===== src/rtl/scfe_pkg.sv =====
// Shared types, constants and the CRC byte step for the servo command frame encoder.
// No dependencies; every other file imports this package.
`default_nettype none

package scfe_pkg;

   // Request kinds
   typedef enum logic [1:0] {
      REQ_POSITION = 2'd0,
      REQ_EE_WRITE = 2'd1,
      REQ_EE_UNLOCK = 2'd2,
      REQ_UNUSED = 2'd3
   } req_kind_type;

   localparam int PAYLOAD_LEN = 4;
   localparam int FRAME_LEN = 6;
   localparam int QUEUE_DEPTH = 2;

   // Byte slots within a frame
   localparam logic [2:0] SLOT_FIRST = 3'd0;
   localparam logic [2:0] SLOT_CRC_HI = 3'd4;
   localparam logic [2:0] SLOT_CRC_LO = 3'd5;

   // CRC-16, MSB first
   localparam logic [15:0] CRC_POLY = 16'h8005;
   localparam logic [15:0] CRC_INIT = 16'hFFFF;

   // Position scaling
   localparam logic [11:0] CMD_CENTER = 12'h800;
   localparam logic [11:0] CMD_SPAN = 12'h360;
   localparam logic [13:0] POS_FULL = 14'd8191;

   // Frame header bytes
   localparam logic [7:0] HDR_POSITION = 8'hDD;
   localparam logic [7:0] HDR_POS_SUB = 8'h01;
   localparam logic [7:0] HDR_EE_WRITE = 8'hE8;
   localparam logic [7:0] HDR_EE_SUB = 8'h1F;
   localparam logic [7:0] HDR_UNLOCK = 8'hFF;
   localparam logic [7:0] UNLOCK_KEY_A = 8'h41;
   localparam logic [7:0] UNLOCK_KEY_B = 8'h3F;

   // Payload byte 0 goes out first
   typedef logic [PAYLOAD_LEN-1:0][7:0] payload_type;

   // Write side of the frame queue
   typedef struct packed {
      logic push;
      payload_type payload;
   } queue_wr_type;

   // Fold one byte into the running CRC
   function automatic logic [15:0] crc_byte(input logic [15:0] crc, input logic [7:0] data);
      logic [15:0] c;
      c = crc ^ {data, 8'h00};
      for (int b = 0; b < 8; b++) begin
         if (c[15]) begin
            c = {c[14:0], 1'b0} ^ CRC_POLY;
         end else begin
            c = {c[14:0], 1'b0};
         end
      end
      return c;
   endfunction

endpackage

`default_nettype wire


===== src/rtl/servo_command_frame_encoder_top.sv =====
// Top level of the servo command frame encoder: front end, frame queue, serializer.
// Depends on scfe_pkg, scfe_front, scfe_queue and scfe_back.
`default_nettype none

// Each request that produces a frame yields six bytes on the rsp channel, one
// per cycle while rsp_stall is low, with rsp_last_byte on the sixth: four payload
// bytes and the CRC-16 (0x8005, init 0xFFFF) high byte first. The serializer
// sends one byte a cycle unless rsp_stall holds it. The front end takes a
// request whenever the frame queue (QUEUE_DEPTH entries) has room; position
// requests that repeat the last sent value or lie outside -8190..8190, and
// request kind 3, are taken and produce nothing.
module servo_command_frame_encoder_top #(
   parameter int QUEUE_DEPTH = scfe_pkg::QUEUE_DEPTH
) (
   input wire logic clock,
   input wire logic reset,
   input wire logic req_valid,
   output logic req_stall,
   input wire logic [1:0] req_type,
   input wire logic signed [13:0] req_position,
   input wire logic [7:0] req_eeprom_addr,
   input wire logic [7:0] req_eeprom_value,
   output logic rsp_valid,
   input wire logic rsp_stall,
   output logic [7:0] rsp_frame_byte,
   output logic rsp_last_byte
);
   import scfe_pkg::*;

   queue_wr_type queue_wr;
   payload_type head;
   logic queue_full;
   logic queue_empty;
   logic pop;

   scfe_front u_front (
      .clock(clock),
      .reset(reset),
      .req_valid(req_valid),
      .req_stall(req_stall),
      .req_type(req_type),
      .req_position(req_position),
      .req_eeprom_addr(req_eeprom_addr),
      .req_eeprom_value(req_eeprom_value),
      .queue_full(queue_full),
      .queue_wr(queue_wr)
   );

   scfe_queue #(
      .DEPTH(QUEUE_DEPTH)
   ) u_queue (
      .clock(clock),
      .reset(reset),
      .queue_wr(queue_wr),
      .pop(pop),
      .full(queue_full),
      .empty(queue_empty),
      .head(head)
   );

   scfe_back u_back (
      .clock(clock),
      .reset(reset),
      .head_valid(!queue_empty),
      .head(head),
      .pop(pop),
      .rsp_valid(rsp_valid),
      .rsp_stall(rsp_stall),
      .rsp_frame_byte(rsp_frame_byte),
      .rsp_last_byte(rsp_last_byte)
   );

endmodule

`default_nettype wire


===== src/rtl/scfe_front.sv =====
// Front end: accepts requests, filters repeated or out-of-range positions and
// builds the four payload bytes. Depends on scfe_pkg.
`default_nettype none

module scfe_front (
   input wire logic clock,
   input wire logic reset,
   input wire logic req_valid,
   output logic req_stall,
   input wire logic [1:0] req_type,
   input wire logic signed [13:0] req_position,
   input wire logic [7:0] req_eeprom_addr,
   input wire logic [7:0] req_eeprom_value,
   input wire logic queue_full,
   output scfe_pkg::queue_wr_type queue_wr
);
   import scfe_pkg::*;

   localparam logic signed [13:0] POS_MIN_A = -14'sd8192;
   localparam logic signed [13:0] POS_MIN_B = -14'sd8191;
   localparam logic signed [13:0] POS_MAX = 14'sd8191;

   logic [13:0] last_pos_ff, last_pos_in;
   logic last_valid_ff, last_valid_in;

   logic accept;
   logic out_of_range;
   logic repeated;
   logic [14:0] shifted_wide;
   logic [13:0] shifted;
   logic [23:0] product;
   logic [10:0] quot_est;
   logic [13:0] rem_est;
   logic [10:0] quot;
   logic [11:0] cmd;
   logic keep;
   payload_type payload;

   assign req_stall = queue_full;
   assign accept = req_valid && !req_stall;

   // Classify position requests
   assign out_of_range = (req_position == POS_MIN_A) || (req_position == POS_MIN_B) ||
                         (req_position == POS_MAX);
   assign repeated = last_valid_ff && (req_position == last_pos_ff);

   // Scale: floor((pos + 8191) * 864 / 8191); divide by 2^13-1 with one correction
   assign shifted_wide = {req_position[13], req_position} + {1'b0, POS_FULL};
   assign shifted = shifted_wide[13:0];
   assign product = 24'(shifted) * 24'(CMD_SPAN);
   assign quot_est = product[23:13];
   assign rem_est = {1'b0, product[12:0]} + 14'(quot_est);
   assign quot = quot_est + 11'(rem_est >= POS_FULL);
   assign cmd = (CMD_CENTER - CMD_SPAN) + 12'(quot);

   // Build payload and decide whether the item produces a frame
   always_comb begin
      keep = 1'b0;
      payload = '0;
      unique case (req_kind_type'(req_type))
         REQ_POSITION: begin
            keep = !out_of_range && !repeated;
            payload[0] = HDR_POSITION;
            payload[1] = HDR_POS_SUB;
            payload[2] = {3'b000, cmd[11:7]};
            payload[3] = {1'b0, cmd[6:0]};
         end
         REQ_EE_WRITE: begin
            keep = 1'b1;
            payload[0] = HDR_EE_WRITE;
            payload[1] = HDR_EE_SUB;
            payload[2] = req_eeprom_addr;
            payload[3] = req_eeprom_value;
         end
         REQ_EE_UNLOCK: begin
            keep = 1'b1;
            payload[0] = HDR_UNLOCK;
            payload[1] = HDR_EE_SUB;
            payload[2] = UNLOCK_KEY_A;
            payload[3] = UNLOCK_KEY_B;
         end
         default: begin
            keep = 1'b0;
         end
      endcase
   end

   assign queue_wr.push = accept && keep;
   assign queue_wr.payload = payload;

   // Remember the last position sent
   always_comb begin
      last_pos_in = last_pos_ff;
      last_valid_in = last_valid_ff;
      if (queue_wr.push && (req_kind_type'(req_type) == REQ_POSITION)) begin
         last_pos_in = req_position;
         last_valid_in = 1'b1;
      end
   end

   always_ff @(posedge clock) begin
      if (reset) begin
         last_pos_ff <= '0;
         last_valid_ff <= 1'b0;
      end else begin
         last_pos_ff <= last_pos_in;
         last_valid_ff <= last_valid_in;
      end
   end

endmodule

`default_nettype wire


===== src/rtl/scfe_queue.sv =====
// Small frame queue between front end and serializer, one payload per entry.
// Depends on scfe_pkg.
`default_nettype none

module scfe_queue #(
   parameter int DEPTH = scfe_pkg::QUEUE_DEPTH
) (
   input wire logic clock,
   input wire logic reset,
   input scfe_pkg::queue_wr_type queue_wr,
   input wire logic pop,
   output logic full,
   output logic empty,
   output scfe_pkg::payload_type head
);
   import scfe_pkg::*;

   localparam int PTR_W = (DEPTH > 1) ? $clog2(DEPTH) : 1;
   localparam int CNT_W = $clog2(DEPTH + 1);
   localparam logic [PTR_W-1:0] PTR_LAST = PTR_W'(DEPTH - 1);
   localparam logic [CNT_W-1:0] CNT_FULL = CNT_W'(DEPTH);

   payload_type entry_ff [DEPTH];
   logic [PTR_W-1:0] wr_ptr_ff, wr_ptr_in;
   logic [PTR_W-1:0] rd_ptr_ff, rd_ptr_in;
   logic [CNT_W-1:0] count_ff, count_in;

   assign full = (count_ff == CNT_FULL);
   assign empty = (count_ff == '0);
   assign head = entry_ff[rd_ptr_ff];

   // Advance pointers and occupancy
   always_comb begin
      wr_ptr_in = wr_ptr_ff;
      rd_ptr_in = rd_ptr_ff;
      count_in = count_ff;
      if (queue_wr.push) begin
         wr_ptr_in = (wr_ptr_ff == PTR_LAST) ? '0 : wr_ptr_ff + 1'b1;
      end
      if (pop) begin
         rd_ptr_in = (rd_ptr_ff == PTR_LAST) ? '0 : rd_ptr_ff + 1'b1;
      end
      if (queue_wr.push && !pop) begin
         count_in = count_ff + 1'b1;
      end else if (pop && !queue_wr.push) begin
         count_in = count_ff - 1'b1;
      end
   end

   always_ff @(posedge clock) begin
      if (reset) begin
         wr_ptr_ff <= '0;
         rd_ptr_ff <= '0;
         count_ff <= '0;
      end else begin
         wr_ptr_ff <= wr_ptr_in;
         rd_ptr_ff <= rd_ptr_in;
         count_ff <= count_in;
      end
   end

   // Hold entry storage
   always_ff @(posedge clock) begin
      if (queue_wr.push) begin
         entry_ff[wr_ptr_ff] <= queue_wr.payload;
      end
   end

endmodule

`default_nettype wire


===== src/rtl/scfe_back.sv =====
// Serializer: sends the queue head byte by byte, folds the CRC in as the
// payload goes out and appends it. Depends on scfe_pkg.
`default_nettype none

module scfe_back (
   input wire logic clock,
   input wire logic reset,
   input wire logic head_valid,
   input scfe_pkg::payload_type head,
   output logic pop,
   output logic rsp_valid,
   input wire logic rsp_stall,
   output logic [7:0] rsp_frame_byte,
   output logic rsp_last_byte
);
   import scfe_pkg::*;

   logic [2:0] slot_ff, slot_in;
   logic [15:0] crc_ff, crc_in;
   logic valid_ff, valid_in;
   logic [7:0] byte_ff, byte_in;
   logic last_ff, last_in;

   logic load;
   logic [7:0] byte_sel;
   logic [15:0] crc_src;

   // Load a new byte when the output register is free or being taken
   assign load = head_valid && (!valid_ff || !rsp_stall);
   assign pop = load && (slot_ff == SLOT_CRC_LO);

   // Pick the byte for the current slot
   always_comb begin
      case (slot_ff)
         SLOT_CRC_HI: byte_sel = crc_ff[15:8];
         SLOT_CRC_LO: byte_sel = crc_ff[7:0];
         default: byte_sel = head[slot_ff[1:0]];
      endcase
   end

   assign crc_src = (slot_ff == SLOT_FIRST) ? CRC_INIT : crc_ff;

   always_comb begin
      slot_in = slot_ff;
      crc_in = crc_ff;
      valid_in = valid_ff;
      byte_in = byte_ff;
      last_in = last_ff;
      if (load) begin
         valid_in = 1'b1;
         byte_in = byte_sel;
         last_in = (slot_ff == SLOT_CRC_LO);
         slot_in = (slot_ff == SLOT_CRC_LO) ? SLOT_FIRST : slot_ff + 1'b1;
         if (slot_ff < SLOT_CRC_HI) begin
            crc_in = crc_byte(crc_src, byte_sel);
         end
      end else if (valid_ff && !rsp_stall) begin
         valid_in = 1'b0;
      end
   end

   always_ff @(posedge clock) begin
      if (reset) begin
         slot_ff <= SLOT_FIRST;
         valid_ff <= 1'b0;
      end else begin
         slot_ff <= slot_in;
         valid_ff <= valid_in;
      end
   end

   // Payload registers
   always_ff @(posedge clock) begin
      crc_ff <= crc_in;
      byte_ff <= byte_in;
      last_ff <= last_in;
   end

   assign rsp_valid = valid_ff;
   assign rsp_frame_byte = byte_ff;
   assign rsp_last_byte = last_ff;

endmodule

`default_nettype wire


===== config.mk =====
export PLATFORM = sky130hd
export DESIGN_NAME = servo_command_frame_encoder_top
export DESIGN_NICKNAME = d
export VERILOG_FILES = /design/src/rtl/scfe_pkg.sv /design/src/rtl/servo_command_frame_encoder_top.sv /design/src/rtl/scfe_front.sv /design/src/rtl/scfe_queue.sv /design/src/rtl/scfe_back.sv
export SDC_FILE = /design/constraint.sdc
export NUM_CORES = 1
export LEC_CHECK = 0
export BUFFER_PORTS_ARGS = -buffer_cell sky130_fd_sc_hd__buf_2
export CAP_MARGIN = 20
export CORE_AREA = 2 2 95 134
export CTS_BUF_LIST = sky130_fd_sc_hd__clkbuf_8
export DETAILED_ROUTE_END_ITERATION = 10
export DIE_AREA = 0 0 97 136
export GPL_ROUTABILITY_DRIVEN = 1
export PLACE_DENSITY = 0.75
export SETUP_SLACK_MARGIN = 0.3
export SLEW_MARGIN = 20
export SYNTH_ARGS = -nofsm -noshare
export SYNTH_HDL_FRONTEND = slang
export SYNTH_SLANG_ARGS = --single-unit

===== constraint.sdc =====
create_clock -name clock -period 13.8 [get_ports clock]
set_input_delay 1.38 -clock clock [delete_from_list [all_inputs] [get_ports clock]]
set_output_delay 1.38 -clock clock [all_outputs]
set_load 0.1 [all_outputs]

After elaboration in Yosys (flattened, before gate mapping)
Memory sizes are Yosys's and may differ from the RTL's. A register that Yosys moved wholly into a read port is not among the register bits.
Index checks and enable logic that the tools add are counted.
Storage, ports and cells
  register bits: 48
  RAM bits: 64
  input port bits: 36
  output and inout bits: 11
  word-level logic and storage cells: 110
  memories: 1
Cells by class
  $add $sub $neg: 9
  multiply operators: 1
  magnitude comparators: 3
  equality and inequality tests: 9
  multiplexer cells: 39
  bitwise gates (word level): 9
  reduce and logical (&&, ||, !) cells: 28
Memory list
  u_queue.entry_ff: words 2, bits a word 32, read ports 1, clocked after Yosys merged registers in 1, write ports 1, line scfe_queue.sv:23  | payload_type entry_ff [DEPTH];
Operators with widths (count)
  2-to-1 mux 16 bit: 23
  one-hot mux 32 bit (3 select lines): 1
  equality test 14 bit, second input constant: 3
  inverter 3 bit: 8
  multiplier 14 x 5 -> 19 bit, second input constant: 1
  binary-select mux 8 bit (select 2 bit): 1
  one-hot mux 8 bit (2 select lines): 1
  XOR 16 bit: 1
  adder 13 x 11 -> 14 bit: 1
  adder 14 bit, second input constant: 1
  equality test 14 bit: 1
  >= comparator 14 x 13 -> 1 bit, second input constant: 1
  adder 11 x 11 -> 12 bit, first input constant: 1
  adder 11 x 1 -> 11 bit: 1
  logical AND 1 bit: 10
  zero test 1 bit: 8
  2-to-1 mux 1 bit: 8
  2-to-1 mux 8 bit: 1
  equality test 3 bit, second input constant: 2
  equality test 2 bit, second input constant: 2
  zero test 2 bit: 2
  2-to-1 mux 2 bit: 2
  nonzero test 2 bit: 2
  adder 3 x 1 -> 3 bit, second input constant: 1
  other kinds (12): 15

Depth between registers and ports, before layout
Gate-level depths: netlist (run 1).
  depth after elaboration: 34
  mapped depth: 43
  depth with buffers taken out: 41

Modules after synthesis
From an unflattened synthesis (run 1), not the netlist that was laid out.
Second synthesis, totals
  cells, all modules: 788
  area, all modules: 8494.4 um^2
By module, submodules not included
  scfe_front: times used 1, cells an instance 496, area an instance 3941.3 um^2, seq. area each 300.3 um^2
  scfe_queue: times used 1, cells an instance 122, area an instance 2517.4 um^2, seq. area each 2021.9 um^2
  scfe_back: times used 1, cells an instance 169, area an instance 2031.9 um^2, seq. area each 830.8 um^2
  servo_command_frame_encoder_top: times used 1, cells an instance 1, area an instance 3.8 um^2, seq. area each 0.0 um^2

Worst setup path before layout (run 1)
No wires, ideal clock.
  path type: input port to flip-flop
  start: input port req_position[4]
  end: memory u_queue.entry_ff[0][20] in the netlist's numbering, data pin
  library setup time: 0.260 ns
  arrival: 9.071 ns
  data required time: 13.540 ns
  setup slack: 4.469 ns
  cell stages on the path: 40
  path buffers: 1
  cell sequence: clkbuf_1 nor4_1 nand4_1 nor2_1 xnor2_1 inv_1 ha_1 inv_1 fa_1 fa_1 inv_1 ha_1 a21o_1 a221oi_1 a21oi_1 nor2_1 inv_1 fa_1 [4 not listed] nor4b_1 nand4_1 or3_1 maj3_1 nor2_1 ha_1 nor4bb_1 o211ai_1 o21ai_1 a311o_1 a21oi_1 nor2_1 inv_1 ha_1 inv_1 a21o_1 o21ai_1 a32o_1
RTL lines
  start: declaration: line servo_command_frame_encoder_top.sv:20  | input wire logic signed [13:0] req_position,
  end: declaration: line scfe_queue.sv:23

==> impl_metrics.env, run 1 <==
export IMPL_crit_top_cell="inv_1"
export IMPL_overflow=0
export IMPL_cts_tree="yes"
export IMPL_ys_flop_type="edfxtp_1"
export IMPL_grtUsageTotal_pct=24.3
export IMPL_portBuffers=46
export IMPL_cts_setup_buffers=0
export IMPL_end_kind="register"
export IMPL_ys_async_sr_fraction_pct=0
export IMPL_max_freq_ghz=0.0986
export IMPL_clkSlewWorstSetupHoldPaths_ps=100
export IMPL_post_route_min_period_ps=10140
export IMPL_synth_top_area_share_pct=27.6
export IMPL_num_fill_cells=1016
export IMPL_worstSetupPathType="input pin to register"
export IMPL_synth_nets=833
export IMPL_power_density_nw_per_um2=179
export IMPL_num_vias=5336
export IMPL_clock_sinks=89
export IMPL_crit_required_ps=13900
export IMPL_cellLeakagePower_nw=3.12
export IMPL_cts_max_path_buffers=2
export IMPL_netlist_area_um2=7070
export IMPL_crit_arrival_ps=10240
export IMPL_antenna_found_initial=2
export IMPL_rows=48
export IMPL_worstSkewPairLatency_ps=360
export IMPL_syn_mean_instance_area_um2=9.84
export IMPL_utilization_pct=62.7
export IMPL_worst_slew_pin_slew_ps=946
export IMPL_layout_drive_gt1_share_pct=12.2
export IMPL_hold_ws_ps=468
export IMPL_vias_per_cell=5.90
export IMPL_fin_crit_sh_pct=73.5
export IMPL_final_cells=904
export IMPL_placed_cells=886
export IMPL_multi_input_area_um2=4240
export IMPL_dieWidth_um=97
export IMPL_power_mw=1.35
export IMPL_hold_viol_final=0
export IMPL_synthTopCellsByArea="edfxtp_1 28%, ha_1 10%, dfxtp_1 6.8%"
export IMPL_cts_root_buf="clkbuf_8"
export IMPL_slew_headroom_pct=36.8
export IMPL_grt_pass1_wl_um=25800
export IMPL_cp_max_fo=8
export IMPL_syn_to_final_growth_pct=6.99
export IMPL_slew_violations=0
export IMPL_hpwl_um=12600
export IMPL_crit_slowest_cell="fa_1"
export IMPL_post_synth_top_count_cell="nor2_1"
export IMPL_hold_class="register to register"
export IMPL_ant_nets=0
export IMPL_grt_setup_unrepaired="no"
export IMPL_cts_buffers=9
export IMPL_hold_buffers=0
export IMPL_grt_max_degree=30
export IMPL_die_h_um=136
export IMPL_coreArea_um2=12100
export IMPL_setup_viol=0
export IMPL_gp_congestion=0.873
export IMPL_fin_skew_ps=19.0
export IMPL_nets=862
export IMPL_ctsResizeCount=0
export IMPL_final_setup_tns_ps=0
export IMPL_dieArea_um2=13200
export IMPL_firstDrtPassIters=5
export IMPL_h_tree_depth=3
export IMPL_slowest_delay_ps=520
export IMPL_vdd_ir_drop_max_v=0.000107
export IMPL_wl_per_cell_um=17.4
export IMPL_synth_warnings=0
export IMPL_drcViolationCount=0
export IMPL_status="finished, final reports clean"
export IMPL_synth_top_area_cell="edfxtp_1"
export IMPL_routed_wirelength_um=15700
export IMPL_syn_inst=719
export IMPL_drt_iter0_drc=271
export IMPL_seq_area_frac_synth_pct=34.4
export IMPL_yosys_top_cells_count="70 x nor2_1, 69 x inv_1, 65 x edfxtp_1"
export IMPL_ys_seq_elements=89
export IMPL_grt_pass1_vias=5565
export IMPL_regArea_um2=2430
export IMPL_io_pin_count=47
export IMPL_maxCapViolCount=0
export IMPL_ys_types=80
export IMPL_start_kind="input pin"
export IMPL_synth_edf_count=65
export IMPL_initial_core_util_pct=58.6
-- path summary, 6_finish.rpt --
path | from | end | slack, ps | cells after the start
setup reg to reg | register | u_back.crc_ff[15]$_DFFE_PP_ | 10150 | 9
hold / removal | u_back.rsp_valid$_SDFFE_PP0P_ | u_back.rsp_valid$_SDFFE_PP0P_ | 470 | 2
hold reg to reg | u_back.rsp_valid$_SDFFE_PP0P_ | u_back.rsp_valid$_SDFFE_PP0P_ | 470 | 2
setup / recovery | req_position[4] | u_queue.entry_ff[1][20]$_DFFE_PP_ | 3660 | 42
-- power by group --
| group | internal, mW | total, mW | switching [mW] | leakage (nW) |
|---|---|---|---|---|
| clock | 0.0670 | 0.164 | 0.0965 | 0.0880 |
| combinational | 0.329 | 0.829 | 0.500 | 2.23 |
| sequential | 0.343 | 0.360 | 0.0169 | 0.795 |
| total | 0.740 | 1.35 | 0.614 | 3.12 |
-- sequential cells by signal (all words and copies together), names as in the netlist, 2 cells and up, named ones only --
register / count
u_queue.entry_ff: 40
u_back.crc_ff: 16
u_back.slot_ff: 3
u_front.last_pos_ff: 14
u_queue.count_ff: 2
u_back.rsp_frame_byte: 8
-- worst max-delay path, delay by kind of cell --
kind	cells	cell delay, ps
AND/OR/NAND/NOR	9	2260
AO/OA/AOI/OAI	12	1980
XOR/XNOR	3	880
buffers and inverters	9	790
adder cells (fa/ha/maj)	9	2930
-- stage by stage --
step	cell area, um2	setup WS, ps
floorplan	7070	4470
global placement	7380	3450
detailed placement	7380	3400
CTS	7560	3750
global route	7570	2910
finish	7570	3660
-- logic make-up (layout without fill, tap and decap cells) --
logic type               Yosys count  after routing  share of synthesized area, %
AND/OR/NAND/NOR                  207            207                          14.4
AO/OA/AOI/OAI                    126            126                          12.9
buffers and inverters            103            137                          5.73
flip-flops                        89             89                          34.4
adder cells (fa/ha/maj)           79             79                          16.0
XOR/XNOR                          79             79                          10.1
multiplexers                      36             36                          6.58
other                              0              1                             0
-- cell usage in the layout, fill, tap and decap left out, types with 3 or more instances in the layout --
master and n:
nor2_1 70, inv_1 70, edfxtp_1 65, ha_1 59
xnor2_1 53, buf_2 46, nand2_1 37, a21oi_1 29
mux2i_1 24, xor2_1 24, dfxtp_1 24, fa_1 19
nor3_1 15, nand3_1 14, o21ai_0 14, a21o_1 13
and2_1 11, nand4_1 10, nor2b_1 10, o21ai_1 10
clkbuf_8 9, mux4_2 8, a221oi_1 8, nor4_1 6
and3_1 6, or2_2 6, or3_1 6, buf_4 5
a31oi_1 4, o31ai_1 3, mux2_2 3, a211o_1 3
o21a_1 3, nand2b_1 3, o21bai_1 3, a211oi_1 3
inv_6 3
-- final cells by class --
type | instances | share of cell area [%]
multi-input cells | 527 | 56.0
flip-flops and latches | 89 | 32.1
repair buffers | 51 | 3.54
inverters | 70 | 3.49
well taps | 150 | 2.48
clock buffers | 9 | 1.64
clock inverters | 7 | 0.711
diodes | 1 | 0.0331
-- routing by layer --
layer / track usage [%] / up-vias / share of wire [%]
met4: 14.6 / 2 / 5.0
met5: 0 / - / 0.070
met3: 2.98 / 46 / 2.7
li1: - / 2608 / -
met2: 47.9 / 102 / 56
met1: 24.0 / 2578 / 37
(Power assumes the default switching activity.)
==> run 2: changes to the inputs <==
==> constraint.sdc (replaced) <==
create_clock -name clock -period 10.4 [get_ports clock]
set_input_delay 1.04 -clock clock [delete_from_list [all_inputs] [get_ports clock]]
set_output_delay 1.04 -clock clock [all_outputs]
set_load 0.1 [all_outputs]
==> run 2 against run 1 <==
Highest routed layer unchanged. Largest cell class unchanged. Core utilization is 0.41 points higher. Worst hold slack better by 6.8 ps. First-iteration DRC count is 11% higher. Die area stayed put. Combinational power is 35% higher. Clock power is 47% higher. Register-to-register slack worse by 3400 ps. Clock-buffer cell count stayed put. Clock skew is 5.6 ps lower.
==> impl_metrics.env, run 2 (same netlist as run 1, synthesis figures left out) <==
export IMPL_worst_r2r_setup_slack_ps=6710
export IMPL_r2r_cells=9
export IMPL_vias_per_cell=5.93
export IMPL_hpwl_um=12600
export IMPL_io_pin_count=47
export IMPL_cts_tree="yes"
export IMPL_dieWidth_um=97
export IMPL_place_ws_ps=383
export IMPL_cts_root_buf="clkbuf_8"
export IMPL_initial_core_util_pct=58.6
export IMPL_num_vias=5359
export IMPL_layout_drive_gt1_share_pct=13.0
export IMPL_grt_setup_unrepaired="no"
export IMPL_end_kind="register"
export IMPL_grt_max_degree=30
export IMPL_portBuffers=46
export IMPL_nets=862
export IMPL_cp_endpoint="u_queue.entry_ff[1][20]$_DFFE_PP_"
export IMPL_status="finished, final reports clean"
export IMPL_crit_required_ps=10510
export IMPL_worstSkewPairLatency_ps=360
export IMPL_slowest_delay_ps=520
export IMPL_grt_pass1_vias=5443
export IMPL_start_kind="input pin"
export IMPL_r2r_start="u_back.slot_ff[1]$_SDFFE_PP0P_"
export IMPL_final_setup_tns_ps=0
export IMPL_max_freq_ghz=0.105
export IMPL_hold_class="register to register"
export IMPL_worstSetupPathType="input pin to register"
export IMPL_largest_reg_flops=40
export IMPL_dieArea_um2=13200
export IMPL_coreArea_um2=12100
export IMPL_grt_pass1_wl_um=25900
export IMPL_ant_nets=0
export IMPL_firstDrtPassIters=5
export IMPL_cellLeakagePower_nw=3.13
export IMPL_drt_iter0_drc=302
export IMPL_reg_largest_list="u_queue.entry_ff x40, u_back.crc_ff x16, u_front.last_pos_ff x14"
export IMPL_routed_wirelength_um=15800
export IMPL_antenna_found_initial=1
export IMPL_crit_slowest_cell="fa_1"
export IMPL_slew_headroom_pct=25.8
export IMPL_wl_per_cell_um=17.4
export IMPL_power_density_nw_per_um2=241
export IMPL_drcViolationCount=0
export IMPL_die_h_um=136
export IMPL_hold_buffers=0
export IMPL_crit_arrival_ps=9670
export IMPL_slew_violations=0
export IMPL_final_cell_mix="69 x nor2_1, 69 x inv_1, 65 x edfxtp_1, 57 x ha_1, 52 x xnor2_1"
export IMPL_setup_ws_ps=835
export IMPL_hold_viol_final=0
export IMPL_post_route_min_period_ps=9560
export IMPL_cts_max_path_buffers=2
export IMPL_startpoint="req_position[4]"
export IMPL_clock_sinks=89
export IMPL_fin_crit_sh_pct=92.0
export IMPL_worst_slew_pin_slew_ps=1110
export IMPL_cp_max_fo=8
export IMPL_clkSlewWorstSetupHoldPaths_ps=90
export IMPL_maxCapViolCount=0
export IMPL_antenna_cells=0
export IMPL_h_tree_depth=3
export IMPL_syn_to_final_growth_pct=7.69
export IMPL_rows=48
export IMPL_vdd_ir_drop_max_v=0.000147
export IMPL_overflow=0
export IMPL_regMostFlops="u_queue.entry_ff"
export IMPL_grtUsageTotal_pct=24.4
export IMPL_fin_skew_ps=13.5
export IMPL_setup_viol=0
export IMPL_cts_buffers=9
export IMPL_crit_top_cell="inv_1"
export IMPL_r2r_end="u_back.crc_ff[15]$_DFFE_PP_"
export IMPL_gp_congestion=0.925
-- run 2: power by group --
| part | leakage [nW] | total (mW) | switching (mW) | internal (mW) |
|---|---|---|---|---|
| logic | 2.24 | 1.12 | 0.673 | 0.444 |
| clock network | 0.0958 | 0.241 | 0.128 | 0.114 |
| registers | 0.795 | 0.479 | 0.0234 | 0.456 |
| total | 3.13 | 1.84 | 0.824 | 1.01 |
-- run 2: through the flow --
stage / cell area [um2] / std cells / total power, mW / utilization, % / hold WS, ps
3_5_place_dp: 7390 / 887 / 1.58 / 61.2 / 466
2_1_floorplan: 7070 / 719 / 1.33 / - / 440
5_1_grt: 7620 / 903 / 1.97 / 63.1 / 516
6_report: 7620 / 903 / 1.84 / 63.1 / 475
3_3_place_gp: 7390 / 887 / 1.55 / 61.2 / 449
4_1_cts: 7590 / 903 / 1.83 / 62.9 / 479
-- run 2: worst min path at each step --
stage	from	to	slack (ps)	depth (start not counted)
after floorplan	u_front.last_valid_ff$_SDFFE_PP0P_	u_front.last_valid_ff$_SDFFE_PP0P_	440	2
after global placement	u_back.rsp_valid$_SDFFE_PP0P_	u_back.rsp_valid$_SDFFE_PP0P_	450	2
after detailed placement	u_back.rsp_valid$_SDFFE_PP0P_	u_back.rsp_valid$_SDFFE_PP0P_	470	2
after CTS	u_back.rsp_valid$_SDFFE_PP0P_	u_back.rsp_valid$_SDFFE_PP0P_	480	2
after global routing	u_back.rsp_valid$_SDFFE_PP0P_	u_back.rsp_valid$_SDFFE_PP0P_	520	2
final	u_back.rsp_valid$_SDFFE_PP0P_	u_back.rsp_valid$_SDFFE_PP0P_	470	2
-- run 2: timing repair --
| item | CTS | global route |
|---|---|---|
| buffers inserted | 0 | 0 |
| resized for setup | 0 | 6 |
| setup endpoints to repair | 0 | 10 |
-- run 2: layout make-up --
cell class                      count  area (um2)
Clock buffer                        9         124
Clock inverter                      7        77.6
Fill cell                         994        4450
Inverter                           70         264
Multi-Input combinational cell    527        4270
Sequential cell                    89        2430
Tap cell                          150         188
Timing Repair Buffer               51         268
-- run 2: layer usage --
layer,vias to the layer above,part of all wire (%),global-route usage [%]
met1,2595,37,24.9
met3,37,3.2,3.19
li1,2604,-,-
met2,121,56,48.5
met4,2,3.6,11.7
met5,-,0.070,0
-- run 2: critical path, delay by kind of cell --
kind	cells	cell delay, ps
xor gates and xnor gates	2	390
adders and majority gates	7	2630
buffers and inverters	7	680
and+or+nand+nor	10	2730
AOI/OAI and AO/OA	12	2200
